--- src/sv/sdgp_pkg.sv ---
// ---------------------------------------------------------------------------
// Second-difference group packer package
// Shared widths, constants, payload structs, controller states and the
// command and status structs between the controller and the datapath.
// ---------------------------------------------------------------------------
package sdgp_pkg;

  // Geometry of the group buffer and of the packing accumulator.
  localparam int unsigned GROUP_LEN  = 32;
  localparam int unsigned SAMPLE_W   = 16;
  localparam int unsigned WORD_W     = 32;
  localparam int unsigned WCODE_W    = 4;
  localparam int unsigned ACC_W      = WORD_W + SAMPLE_W;
  localparam int unsigned FILL_W     = $clog2(GROUP_LEN + 1);
  localparam int unsigned ADDR_W     = $clog2(GROUP_LEN);
  localparam int unsigned NBITS_W    = $clog2(ACC_W);

  // Arithmetic constants.
  localparam logic [SAMPLE_W-1:0] DIFF_OFFSET = 16'h8000;
  localparam logic [SAMPLE_W-1:0] MIN_INIT    = 16'hFFFF;
  localparam logic [SAMPLE_W-1:0] MAX_INIT    = 16'h0000;
  localparam logic [1:0]          LEAD_DONE   = 2'd2;
  localparam logic [NBITS_W-1:0]  WORD_BITS   = NBITS_W'(WORD_W);

  // Result item kinds.
  localparam logic KIND_HEADER = 1'b0;
  localparam logic KIND_DATA   = 1'b1;

  typedef struct packed {
    logic [SAMPLE_W-1:0] sample;
    logic                final_req;
  } sdgp_in_t;

  typedef struct packed {
    logic                kind;
    logic [SAMPLE_W-1:0] min_ref;
    logic [WCODE_W-1:0]  width_code;
    logic [WORD_W-1:0]   data_word;
    logic                group_end;
    logic                set_end;
  } sdgp_out_t;

  typedef enum logic [2:0] {
    ST_COLLECT,
    ST_HEAD,
    ST_READ,
    ST_MERGE,
    ST_WORD,
    ST_FLUSH
  } sdgp_state_e;

  // Commands from the controller to the datapath.
  typedef struct packed {
    logic take;   // accept an input sample
    logic head;   // load the group header into the output register
    logic merge;  // merge one stored value into the accumulator
    logic word;   // emit a full accumulator word
    logic flush;  // emit the padded final word of the group
  } sdgp_cmd_t;

  // Status from the datapath to the controller.
  typedef struct packed {
    logic close_hit;   // the offered sample closes the group
    logic merge_full;  // the merge in progress fills at least one word
    logic last;        // the value being merged is the last of the group
    logic last_q;      // the last value has been merged
    logic word_done;   // the pending word is the last item of the group
    logic out_free;    // the output register can take an item
  } sdgp_sts_t;

endpackage

--- src/sv/sdgp_ram.sv ---
// ---------------------------------------------------------------------------
// Generic RAM
// Single write port and single read port, with a registered read.
// ---------------------------------------------------------------------------
module sdgp_ram #(
  parameter int unsigned WIDTH = 16,
  parameter int unsigned DEPTH = 32
) (
  input  logic                     clk_i,
  input  logic                     we_i,
  input  logic [$clog2(DEPTH)-1:0] waddr_i,
  input  logic [WIDTH-1:0]         wdata_i,
  input  logic [$clog2(DEPTH)-1:0] raddr_i,
  output logic [WIDTH-1:0]         rdata_o
);

  logic [WIDTH-1:0] mem_q [DEPTH];
  logic [WIDTH-1:0] rdata_q;

  // Write port.
  always_ff @(posedge clk_i) begin
    if (we_i) begin
      mem_q[waddr_i] <= wdata_i;
    end
  end

  // Registered read port.
  always_ff @(posedge clk_i) begin
    rdata_q <= mem_q[raddr_i];
  end

  assign rdata_o = rdata_q;

endmodule

--- src/sv/sdgp_ctrl.sv ---
// ---------------------------------------------------------------------------
// Second-difference group packer controller
// Sequences sample collection, the group header and the packing of the
// stored values into words.
// ---------------------------------------------------------------------------
module sdgp_ctrl (
  input  logic              clk_i,
  input  logic              rst_ni,
  input  logic              in_valid_i,
  output logic              in_stall_o,
  input  sdgp_pkg::sdgp_sts_t sts_i,
  output sdgp_pkg::sdgp_cmd_t cmd_o
);

  sdgp_pkg::sdgp_state_e state_q, state_d;

  // State register.
  always_ff @(posedge clk_i or negedge rst_ni) begin
    if (!rst_ni) begin
      state_q <= sdgp_pkg::ST_COLLECT;
    end else begin
      state_q <= state_d;
    end
  end

  // Next-state logic.
  always_comb begin
    state_d = state_q;
    case (state_q)
      sdgp_pkg::ST_COLLECT: begin
        if (in_valid_i && sts_i.close_hit) begin
          state_d = sdgp_pkg::ST_HEAD;
        end
      end
      sdgp_pkg::ST_HEAD: begin
        if (sts_i.out_free) begin
          state_d = sdgp_pkg::ST_READ;
        end
      end
      sdgp_pkg::ST_READ: begin
        state_d = sdgp_pkg::ST_MERGE;
      end
      sdgp_pkg::ST_MERGE: begin
        if (sts_i.merge_full) begin
          state_d = sdgp_pkg::ST_WORD;
        end else if (sts_i.last) begin
          state_d = sdgp_pkg::ST_FLUSH;
        end else begin
          state_d = sdgp_pkg::ST_READ;
        end
      end
      sdgp_pkg::ST_WORD: begin
        if (sts_i.out_free) begin
          if (sts_i.word_done) begin
            state_d = sdgp_pkg::ST_COLLECT;
          end else if (sts_i.last_q) begin
            state_d = sdgp_pkg::ST_FLUSH;
          end else begin
            state_d = sdgp_pkg::ST_READ;
          end
        end
      end
      sdgp_pkg::ST_FLUSH: begin
        if (sts_i.out_free) begin
          state_d = sdgp_pkg::ST_COLLECT;
        end
      end
      default: begin
        state_d = sdgp_pkg::ST_COLLECT;
      end
    endcase
  end

  // Output logic: input samples are taken only while collecting.
  always_comb begin
    cmd_o      = '0;
    in_stall_o = 1'b1;
    case (state_q)
      sdgp_pkg::ST_COLLECT: begin
        in_stall_o = 1'b0;
        cmd_o.take = in_valid_i;
      end
      sdgp_pkg::ST_HEAD: begin
        cmd_o.head = sts_i.out_free;
      end
      sdgp_pkg::ST_READ: begin
        cmd_o = '0;
      end
      sdgp_pkg::ST_MERGE: begin
        cmd_o.merge = 1'b1;
      end
      sdgp_pkg::ST_WORD: begin
        cmd_o.word = sts_i.out_free;
      end
      sdgp_pkg::ST_FLUSH: begin
        cmd_o.flush = sts_i.out_free;
      end
      default: begin
        cmd_o = '0;
      end
    endcase
  end

endmodule

--- src/sv/sdgp_dp.sv ---
// ---------------------------------------------------------------------------
// Second-difference group packer datapath
// Forms the offset second differences, keeps the group buffer and its
// extremes, and packs the offsets from the minimum into 32-bit words.
// ---------------------------------------------------------------------------
module sdgp_dp (
  input  logic                clk_i,
  input  logic                rst_ni,
  input  sdgp_pkg::sdgp_in_t  in_item_i,
  input  logic                out_stall_i,
  output logic                out_valid_o,
  output sdgp_pkg::sdgp_out_t out_item_o,
  input  sdgp_pkg::sdgp_cmd_t cmd_i,
  output sdgp_pkg::sdgp_sts_t sts_o
);

  localparam int unsigned SW = sdgp_pkg::SAMPLE_W;
  localparam int unsigned WW = sdgp_pkg::WORD_W;
  localparam int unsigned AW = sdgp_pkg::ACC_W;
  localparam int unsigned FW = sdgp_pkg::FILL_W;
  localparam int unsigned NW = sdgp_pkg::NBITS_W;
  localparam int unsigned CW = sdgp_pkg::WCODE_W;

  // Differencing and group tracking state.
  logic [SW-1:0] prev_q, older_q;
  logic [1:0]    lead_q;
  logic [FW-1:0] fill_q;
  logic [SW-1:0] min_q, max_q;
  logic          fin_q;

  // Packing state.
  logic [FW-1:0] rd_idx_q;
  logic [CW-1:0] wc_q;
  logic [AW-1:0] acc_q;
  logic [NW-1:0] nbits_q;
  logic          last_q;

  // Output register.
  logic                out_valid_q;
  sdgp_pkg::sdgp_out_t out_item_q;

  logic [SW-1:0] code;
  logic [FW-1:0] fill_next;
  logic [FW-1:0] rd_next;
  logic [SW-1:0] range_val;
  logic [CW-1:0] wc_calc;
  logic [SW-1:0] ram_rdata;
  logic [SW-1:0] offset;
  logic [SW-1:0] val_al;
  logic [NW-1:0] nbits_sum;
  logic [AW-1:0] acc_merged;
  logic          last_val;
  logic          word_done;
  logic          out_free;
  logic          out_load;
  logic          finish;

  // Offset second difference; the leading two samples pass with the offset only.
  always_comb begin
    if (lead_q < sdgp_pkg::LEAD_DONE) begin
      code = in_item_i.sample + sdgp_pkg::DIFF_OFFSET;
    end else begin
      code = in_item_i.sample - {prev_q[SW-2:0], 1'b0} + older_q
             + sdgp_pkg::DIFF_OFFSET;
    end
  end

  assign fill_next = fill_q + FW'(1);
  assign rd_next   = rd_idx_q + FW'(1);
  assign last_val  = (rd_next == fill_q);

  // Width code: position of the highest set bit of the group range.
  assign range_val = max_q - min_q;
  always_comb begin
    wc_calc = '0;
    for (int i = 0; i < SW; i++) begin
      if (range_val[i]) begin
        wc_calc = CW'(i);
      end
    end
  end

  // Offset from the minimum, aligned to the top of a 16-bit lane.
  assign offset     = ram_rdata - min_q;
  assign val_al     = offset << (CW'(SW - 1) - wc_q);
  assign nbits_sum  = nbits_q + NW'(wc_q) + NW'(1);
  assign acc_merged = acc_q | ({val_al, WW'(0)} >> nbits_q);
  assign word_done  = last_q && (nbits_q == sdgp_pkg::WORD_BITS);

  assign out_free = !out_valid_q || !out_stall_i;
  assign out_load = cmd_i.head || cmd_i.word || cmd_i.flush;
  assign finish   = cmd_i.flush || (cmd_i.word && word_done);

  // Group buffer.
  sdgp_ram #(
    .WIDTH(SW),
    .DEPTH(sdgp_pkg::GROUP_LEN)
  ) u_store (
    .clk_i  (clk_i),
    .we_i   (cmd_i.take),
    .waddr_i(fill_q[sdgp_pkg::ADDR_W-1:0]),
    .wdata_i(code),
    .raddr_i(rd_idx_q[sdgp_pkg::ADDR_W-1:0]),
    .rdata_o(ram_rdata)
  );

  // Differencing history, fill count and group extremes.
  always_ff @(posedge clk_i or negedge rst_ni) begin
    if (!rst_ni) begin
      prev_q  <= '0;
      older_q <= '0;
      lead_q  <= '0;
      fill_q  <= '0;
      min_q   <= sdgp_pkg::MIN_INIT;
      max_q   <= sdgp_pkg::MAX_INIT;
      fin_q   <= 1'b0;
    end else if (cmd_i.take) begin
      older_q <= prev_q;
      prev_q  <= in_item_i.sample;
      if (lead_q < sdgp_pkg::LEAD_DONE) begin
        lead_q <= lead_q + 2'd1;
      end
      fill_q <= fill_next;
      if (code < min_q) begin
        min_q <= code;
      end
      if (code > max_q) begin
        max_q <= code;
      end
      fin_q <= in_item_i.final_req;
    end else if (finish) begin
      fill_q <= '0;
      min_q  <= sdgp_pkg::MIN_INIT;
      max_q  <= sdgp_pkg::MAX_INIT;
      if (fin_q) begin
        prev_q  <= '0;
        older_q <= '0;
        lead_q  <= '0;
      end
    end
  end

  // Packing accumulator, kept left aligned with nbits_q valid bits on top.
  always_ff @(posedge clk_i or negedge rst_ni) begin
    if (!rst_ni) begin
      rd_idx_q <= '0;
      wc_q     <= '0;
      acc_q    <= '0;
      nbits_q  <= '0;
      last_q   <= 1'b0;
    end else if (cmd_i.head) begin
      rd_idx_q <= '0;
      wc_q     <= wc_calc;
      acc_q    <= '0;
      nbits_q  <= '0;
      last_q   <= 1'b0;
    end else if (cmd_i.merge) begin
      rd_idx_q <= rd_next;
      acc_q    <= acc_merged;
      nbits_q  <= nbits_sum;
      last_q   <= last_val;
    end else if (cmd_i.word) begin
      acc_q   <= acc_q << WW;
      nbits_q <= nbits_q - sdgp_pkg::WORD_BITS;
    end
  end

  // Output register valid flag.
  always_ff @(posedge clk_i or negedge rst_ni) begin
    if (!rst_ni) begin
      out_valid_q <= 1'b0;
    end else if (out_load) begin
      out_valid_q <= 1'b1;
    end else if (!out_stall_i) begin
      out_valid_q <= 1'b0;
    end
  end

  // Output register payload: a header or a packed word.
  always_ff @(posedge clk_i) begin
    if (cmd_i.head) begin
      out_item_q.kind       <= sdgp_pkg::KIND_HEADER;
      out_item_q.min_ref    <= min_q;
      out_item_q.width_code <= wc_calc;
      out_item_q.data_word  <= '0;
      out_item_q.group_end  <= 1'b0;
      out_item_q.set_end    <= 1'b0;
    end else if (cmd_i.word || cmd_i.flush) begin
      out_item_q.kind       <= sdgp_pkg::KIND_DATA;
      out_item_q.min_ref    <= '0;
      out_item_q.width_code <= '0;
      out_item_q.data_word  <= acc_q[AW-1:AW-WW];
      out_item_q.group_end  <= finish;
      out_item_q.set_end    <= finish && fin_q;
    end
  end

  assign out_valid_o = out_valid_q;
  assign out_item_o  = out_item_q;

  // Status towards the controller.
  always_comb begin
    sts_o.close_hit  = in_item_i.final_req || (fill_next == FW'(sdgp_pkg::GROUP_LEN));
    sts_o.merge_full = (nbits_sum >= sdgp_pkg::WORD_BITS);
    sts_o.last       = last_val;
    sts_o.last_q     = last_q;
    sts_o.word_done  = word_done;
    sts_o.out_free   = out_free;
  end

endmodule

--- src/sv/second_diff_group_packer_top.sv ---
// Header: after the transfer that closes a group, the controller enters ST_HEAD and loads
// the header into the output register once it is free. Throughput: one sample per cycle
// while a group fills; closing a group takes a header step, a buffer read and a merge per
// value, and a step per packed word, and each emitted item waits while the output stalls.
// Reset: rst_ni clears control state at once; the group buffer is not cleared.
// ---------------------------------------------------------------------------
// Second-difference group packer top level
// Collects offset second differences into groups and emits, per group, a
// header with minimum and width code followed by MSB-first packed words.
// ---------------------------------------------------------------------------
module second_diff_group_packer_top (
  input  logic                clk_i,
  input  logic                rst_ni,
  input  logic                in_valid_i,
  output logic                in_stall_o,
  input  sdgp_pkg::sdgp_in_t  in_item_i,
  output logic                out_valid_o,
  input  logic                out_stall_i,
  output sdgp_pkg::sdgp_out_t out_item_o
);

  sdgp_pkg::sdgp_cmd_t cmd;
  sdgp_pkg::sdgp_sts_t sts;

  // Sequencing.
  sdgp_ctrl u_ctrl (
    .clk_i     (clk_i),
    .rst_ni    (rst_ni),
    .in_valid_i(in_valid_i),
    .in_stall_o(in_stall_o),
    .sts_i     (sts),
    .cmd_o     (cmd)
  );

  // Differencing, buffering and packing.
  sdgp_dp u_dp (
    .clk_i      (clk_i),
    .rst_ni     (rst_ni),
    .in_item_i  (in_item_i),
    .out_stall_i(out_stall_i),
    .out_valid_o(out_valid_o),
    .out_item_o (out_item_o),
    .cmd_i      (cmd),
    .sts_o      (sts)
  );

`ifndef SYNTHESIS
  // The output register is only loaded when it is free.
  a_load_when_free: assert property (@(posedge clk_i) disable iff (!rst_ni)
    (cmd.head || cmd.word || cmd.flush) |-> (!out_valid_o || !out_stall_i))
    else $error("output register loaded while a stalled item is held");

  // No item is produced while samples are being taken.
  a_no_emit_while_collecting: assert property (@(posedge clk_i) disable iff (!rst_ni)
    !in_stall_o |-> !(cmd.head || cmd.word || cmd.flush || cmd.merge))
    else $error("packing activity while collecting samples");

  // A transfer that closes a group stalls the input on the next cycle.
  a_close_stalls: assert property (@(posedge clk_i) disable iff (!rst_ni)
    (in_valid_i && !in_stall_o && sts.close_hit) |=> in_stall_o)
    else $error("input not stalled after a group closed");

  // The end of a data set is always the end of a group.
  a_set_end_group_end: assert property (@(posedge clk_i) disable iff (!rst_ni)
    (out_valid_o && out_item_o.set_end) |-> out_item_o.group_end)
    else $error("set end without group end");
`endif

endmodule

--- config.mk ---
export PLATFORM = sky130hd
export DESIGN_NAME = second_diff_group_packer_top
export DESIGN_NICKNAME = d
export VERILOG_FILES = /design/src/sv/sdgp_pkg.sv /design/src/sv/sdgp_ram.sv /design/src/sv/sdgp_ctrl.sv /design/src/sv/sdgp_dp.sv /design/src/sv/second_diff_group_packer_top.sv
export SDC_FILE = /design/constraint.sdc
export NUM_CORES = 1
export LEC_CHECK = 0
export BUFFER_PORTS_ARGS = -buffer_cell sky130_fd_sc_hd__buf_2
export CAP_MARGIN = 20
export CORE_ASPECT_RATIO = 0.7
export CORE_MARGIN = 2
export CORE_UTILIZATION = 50
export CTS_BUF_LIST = sky130_fd_sc_hd__clkbuf_8
export DETAILED_ROUTE_END_ITERATION = 12
export PLACE_DENSITY = 0.66
export SLEW_MARGIN = 20
export SYNTH_ARGS = -nofsm -noshare
export SYNTH_HDL_FRONTEND = slang
export SYNTH_HIERARCHICAL = 1
export SYNTH_SLANG_ARGS = --single-unit
--- constraint.sdc ---
create_clock -name clk_i -period 6.9 [get_ports clk_i]
set_input_delay 1.035 -clock clk_i [delete_from_list [all_inputs] [get_ports clk_i]]
set_output_delay 1.035 -clock clk_i [all_outputs]
set_load 0.01 [all_outputs]
==> results.toml, run 1 <==
[route]
viasPerCell = 6.16
drcViolationCount = 0
routed_wl_um = 94700
drt_pre_antenna_iters = 8
ant_nets = 0
vias = 24000
wire_per_inst_um = 24.3
drt_iter0_markers = 2909

[yosys]
syn_inst = 2807
syn_area_per_cell_um2 = 12.4
synth_top_area_frac = 0.458
synth.distinct_cells = 107
synth_edf_count = 532
async_reset_ff_frac = 0.196
yosys-top-cells-area = "edfxtp_1, dfrtp_1, mux2i_1"
synthesis.nets = 2940
netlist_area_um2 = 34900
yosysSeqAreaShare = 0.589
yosys_warnings = 6
synth-main-ff-cell = "edfxtp_1"
yosysTopAreaCell = "edfxtp_1"
ys_seq_elements = 725

[cts]
clk_transition_reported_paths_ps = 60
worstSkewPairLatency_ps = 750
cts_buffers = 107
htree_num_levels = 3
clock_path_buffers = 3
cts_tree = "built"
clkSinkCount = 725
postCtsSetupRepairBufs = 0
holdBufCountCts = 0
clockRootBuffer = "clkbuf_8"
cts-resized-gates = 0

[worst_setup_path]
slowest_stage = "o41ai_1"
rrSetupSlack_ps = 1100
startpoint_type = "flip-flop"
ff2ff_path_depth = 22
crit_fanout = 33
worstSetupStartpoint = "u_dp/prev_q[1]$_DFFE_PN0P_"
cp-endpoint = "u_dp/min_q[5]$_DFFE_PN1P_"
timing.rr.start = "u_dp/prev_q[1]$_DFFE_PN0P_"
critPathKind = "flip-flop to flip-flop"
end_kind = "flip-flop"
cp_common_cell = "o21ai_0"
cp.required_ps = 7560
rr_endpoint = "u_dp/min_q[5]$_DFFE_PN1P_"
cp_slowest_stage_delay_ps = 470
crit_chain = "inv_1, fa_1, ha_1, ha_1, a21o_1, a21oi_1, o21ai_0, a21o_1, a21oi_1, o21ai_0, o41ai_1, o21ai_0, xor2_1, mux2i_1, inv_1, buf_4, ha_1, nor2b_1, o21ai_0, nor4bb_4, buf_4, mux2i_1"
worstPathArrival_ps = 6460

[finish]
area_growth_pct = 9.53
layout-drive-gt1-share = 0.130
diodes = 0
final_nets = 3035

[floorplanning]
rows = 81
start_util = 0.502
die_x_um = 320
dieArea_um2 = 72000
coreArea_um2 = 69500
io_pins = 78
die_height_um = 225

[timing]
fin_crit_ps = 5800
setup_violations = 0
finalSetupTns_ps = 0
fin_crit_sh = 0.840
grt_setup_unrepaired = "false"
clock_skew_ps = 46.0
slew_violations = 0
max_slew_margin = 0.302
clock.fmax_mhz = 173
worstMarginPinSlew_ps = 1040
finalHoldViolCount = 0

[placement]
port_buffers = 77
place_hpwl_um = 62400
place_congestion = 0.953

[run]
maxCapViolations = 0

[grt]
grt_pass1_wl_um = 141000
grt_busiest_layer = "met1"
grt_max_degree = 120
overflow = 0
grt_util_met3 = 0.0631
antenna_found_initial = 3
grt_pass1_vias = 22900
track_usage = 0.260
met1_usage = 0.397
gr-usage-met2 = 0.369

[min_path]
hold_path_class = "input port to asynchronous set/reset pin"

[run_status]
status = "completed"
## worst max-delay path: cells and delay by family (launching register included)
family	cells	cell delay, ps
compound gates	9	1940
xor+xnor	1	170
fa+ha+maj	4	1390
buf+inv	4	840
flops	1	400
mux	2	500
simple gates	2	470
## Yosys cell counts, drive strengths merged (20+ instances only)
master  count
inv       113
ha         94
buf        78
a21o       23
nor3       56
a22o       69
nor2b      21
nand2b     22
a21oi     145
dfxtp      51
mux2i     309
nand2     213
a22oi      67
a31oi      27
edfxtp    532
dfrtp     126
xnor2      34
nand4      33
nand3      82
nor2      179
clkbuf     84
o21ai      86
a211oi     20
## final cells by class
| class | count | area, um^2 |
|---|---|---|
| timing repair buffer | 148 | 948 |
| clock buffer | 115 | 1580 |
| clock inverter | 81 | 459 |
| fill | 5810 | 31300 |
| multi-input combinational | 1805 | 13100 |
| sequential | 725 | 20600 |
| inverter | 115 | 432 |
| tap | 913 | 1140 |
## layout by cell type (no fill, tap or decap), drive strengths merged, types with 82 or more instances in the layout
| master | Yosys | final |
|---|---|---|
| mux2i | 309 | 309 |
| o21ai | 86 | 86 |
| a21oi | 145 | 145 |
| ha | 94 | 94 |
| nand3 | 82 | 82 |
| nand2 | 213 | 213 |
| edfxtp | 532 | 532 |
| nor2 | 179 | 179 |
| clkbuf | 84 | 115 |
| dfrtp | 126 | 126 |
| inv | 113 | 140 |
| buf | 78 | 148 |
## routing by layer
| layer | vias to the layer above | wire length, um |
|---|---|---|
| met4 | 0 | 1950 |
| li1 | 10800 | - |
| met5 | - | 0 |
| met2 | 1060 | 40000 |
| met1 | 12000 | 43500 |
| met3 | 140 | 9300 |
## state kept, by name, indices dropped and copies added (netlist names), 16 cells and up
signal	flops
u_dp/u_store/mem_q	512
u_dp/older_q	16
u_dp/max_q	16
u_dp/prev_q	16
u_dp/u_store/rdata_o	16
u_dp/out_item_o	55
u_dp/acc_q	48
u_dp/min_q	16
## stage by stage
step                      setup WS, ps   util  cell area, um^2  cells  hold slack [ps]
after global routing               646  0.550            38200   3902              353
after CTS                         1150  0.550            38200   3901              325
final                             1100  0.550            38200   3902              343
after floorplan                    601      -            34900   2807              456
after detailed placement           469  0.520            36200   3705              441
after global placement             553  0.520            36100   3702              435
## cells by family after synthesis
kind of cell | Yosys count | share of synthesized area
DFF | 725 | 0.589
and+or+nand+nor | 702 | 0.0958
AOI/OAI and AO/OA | 619 | 0.126
muxes | 320 | 0.0930
buffers and inverters | 277 | 0.0392
adders and majority gates | 112 | 0.0440
xor gates and xnor gates | 52 | 0.0130
## worst min-delay path by stage
stage | from | end | slack (ps)
2_1_floorplan | u_dp/acc_q[1]$_DFFE_PN0P_ | u_dp/acc_q[1]$_DFFE_PN0P_ | 460
3_3_place_gp | u_dp/out_item_o[23]$_SDFFE_PP0P_ | u_dp/out_item_o[23]$_SDFFE_PP0P_ | 430
3_5_place_dp | u_dp/out_item_o[18]$_SDFFE_PP0P_ | u_dp/out_item_o[18]$_SDFFE_PP0P_ | 440
4_1_cts | rst_ni | u_dp/rd_idx_q[0]$_DFFE_PN0P_ | 320
5_1_grt | rst_ni | u_dp/rd_idx_q[0]$_DFFE_PN0P_ | 350
6_report | rst_ni | u_dp/rd_idx_q[0]$_DFFE_PN0P_ | 340
Power of run 1 is not shown: default switching activity piles up to over one toggle a cycle in this logic, so the estimate is an artifact.
==> run 2, diff against run 1 <==
==> constraint.sdc (replaced) <==
create_clock -name clk_i -period 5.6 [get_ports clk_i]
set_input_delay 0.84 -clock clk_i [delete_from_list [all_inputs] [get_ports clk_i]]
set_output_delay 0.84 -clock clk_i [all_outputs]
set_load 0.01 [all_outputs]
==> run 2 against run 1 <==
Net effect:
- sequential cell count unchanged
- highest routed layer unchanged
- first-iteration DRC count is 0.86% lower
- critical path type unchanged
- global-route usage down 0.17 points
- worst setup slack worse by 630 ps
==> results.toml, run 2 (same netlist as run 1, synthesis figures left out) <==
[grt]
overflow = 0
grt_pass1_wl_um = 141000
antenna_found_initial = 2
grt_pass1_vias = 23000
track_usage = 0.258
grt_max_degree = 101

[route]
drcViolationCount = 0
met1_length_um = 43900
drt_pre_antenna_iters = 6
vias = 23900
routed_wl_um = 93000
ant_nets = 0
top_layer = "met4"
drt_iter0_markers = 2884
viasPerCell = 6.06
met3_length_um = 8430
wl_met2_um = 39000
wire_per_inst_um = 23.6

[worst_setup_path]
rrSetupSlack_ps = 480
cp.required_ps = 6240
ff2ff_path_depth = 23
timing.rr.start = "u_dp/prev_q[0]$_DFFE_PN0P_"
crit_chain = "fa_1, ha_1, inv_1, fa_1, nor2b_2, o21ai_1, a21boi_1, o21ai_0, nand2b_1, a21oi_2, buf_4, o211ai_1, a41oi_2, mux2i_1, nor3_4, ha_1, nand4_1, or4_1, o211ai_1, buf_4, buf_12, nand3_1, o21ai_0"
cp_top_family = "adder cells"
end_kind = "flip-flop"
slowest_stage = "fa_1"
cp_slowest_stage_delay_ps = 570
cp_num_buf_inv = 4
crit_fanout = 19
rr_endpoint = "u_dp/max_q[2]$_DFFE_PN0P_"
critPathKind = "flip-flop to flip-flop"
worstPathArrival_ps = 5760
startpoint_type = "flip-flop"

[placement]
postPlaceCellArea_um2 = 36500
dp_slack_ps = -301
place_hpwl_um = 61300
port_buffers = 77
place_inst = 3752
place_congestion = 0.930

[finish]
final_cell_area_um2 = 38500
fill_cells = 5801
layout_common_cells = "edfxtp_1, mux2i_1, nand2_1"
layout-drive-gt1-share = 0.138
largest_register = "u_dp/u_store/mem_q"
area_growth_pct = 10.2
largest_reg_flops = 512
layout_commonest_cell = "edfxtp_1"
diodes = 0
instances_no_fill = 3948
final_nets = 3083

[cts]
clk_transition_reported_paths_ps = 60
clkSinkCount = 725
clockRootBuffer = "clkbuf_8"
htree_num_levels = 3
cts_tree = "built"
worstSkewPairLatency_ps = 750
clock_path_buffers = 3
cts_buffers = 107

[timing]
clock.fmax_mhz = 195
setup_slack_ps = 477
fin_crit_ps = 5120
fin_crit_sh = 0.915
clock_skew_ps = 35.3
max_slew_margin = 0.254
slew_violations = 0
whs_ps = 141
setup_violations = 0
finalHoldViolCount = 0
worstMarginPinSlew_ps = 1090

[min_path]
hold_path_class = "input port to asynchronous set/reset pin"

[run]
maxCapViolations = 0

[floorplanning]
start_util = 0.502
coreArea_um2 = 69500
rows = 81
io_pins = 78
dieArea_um2 = 72000
die_x_um = 320
die_height_um = 225

[run_status]
status = "completed"
## run 2: metal layers
| metal | up-vias | track usage |
|---|---|---|
| met5 | - | 0 |
| met4 | 0 | 0.0641 |
| met3 | 124 | 0.0513 |
| met2 | 1038 | 0.362 |
| met1 | 11900 | 0.409 |
| li1 | 10900 | - |
## run 2: worst max-delay path by stage
stage	startpoint	end	slack [ps]	depth (start not counted)
2_1_floorplan	in_item_i[2]	u_dp/max_q[9]$_DFFE_PN0P_	7	22
3_3_place_gp	in_item_i[2]	u_dp/min_q[1]$_DFFE_PN1P_	-160	29
3_5_place_dp	in_item_i[2]	u_dp/min_q[3]$_DFFE_PN1P_	-300	29
4_1_cts	u_dp/prev_q[0]$_DFFE_PN0P_	u_dp/min_q[3]$_DFFE_PN1P_	280	27
5_1_grt	u_dp/prev_q[2]$_DFFE_PN0P_	u_dp/min_q[3]$_DFFE_PN1P_	-2	28
6_report	u_dp/prev_q[0]$_DFFE_PN0P_	u_dp/max_q[2]$_DFFE_PN0P_	480	23
## run 2: cell type report
class                   instances  area [um^2]  area share
flip-flops and latches        725        20600       0.534
inverters                     115          432      0.0112
well taps                     913         1140      0.0297
repair buffers                196         1340      0.0348
clock inverters                83          415      0.0108
multi-input cells            1805        13100       0.339
clock buffers                 111         1530      0.0397
## run 2: timing repair
item                       CTS  global route
setup buffers                0             1
hold buffers                 0             0
setup endpoints to repair    0            29
gates resized for setup      0             6
## run 2: stage by stage
stage / utilization / TNS [ps]
3_5_place_dp: 0.525 / -7570
5_1_grt: 0.554 / -1.74
6_report: 0.554 / 0
3_3_place_gp: 0.525 / -2990
4_1_cts: 0.553 / 0
2_1_floorplan: - / 0
## run 2: worst reg2reg max path, stage by stage (launching register included)
cell and delay, ps:
dfrtp_1 420, fa_1 570, ha_1 190, inv_1 70
fa_1 460, nor2b_2 150, o21ai_1 90, a21boi_1 180
o21ai_0 100, nand2b_1 120, a21oi_2 80, buf_4 140
o211ai_1 250, a41oi_2 190, mux2i_1 320, nor3_4 90
ha_1 310, nand4_1 150, or4_1 540, o211ai_1 90
buf_4 180, buf_12 140, nand3_1 90, o21ai_0 110
Power of run 2 is left out for the same reason.
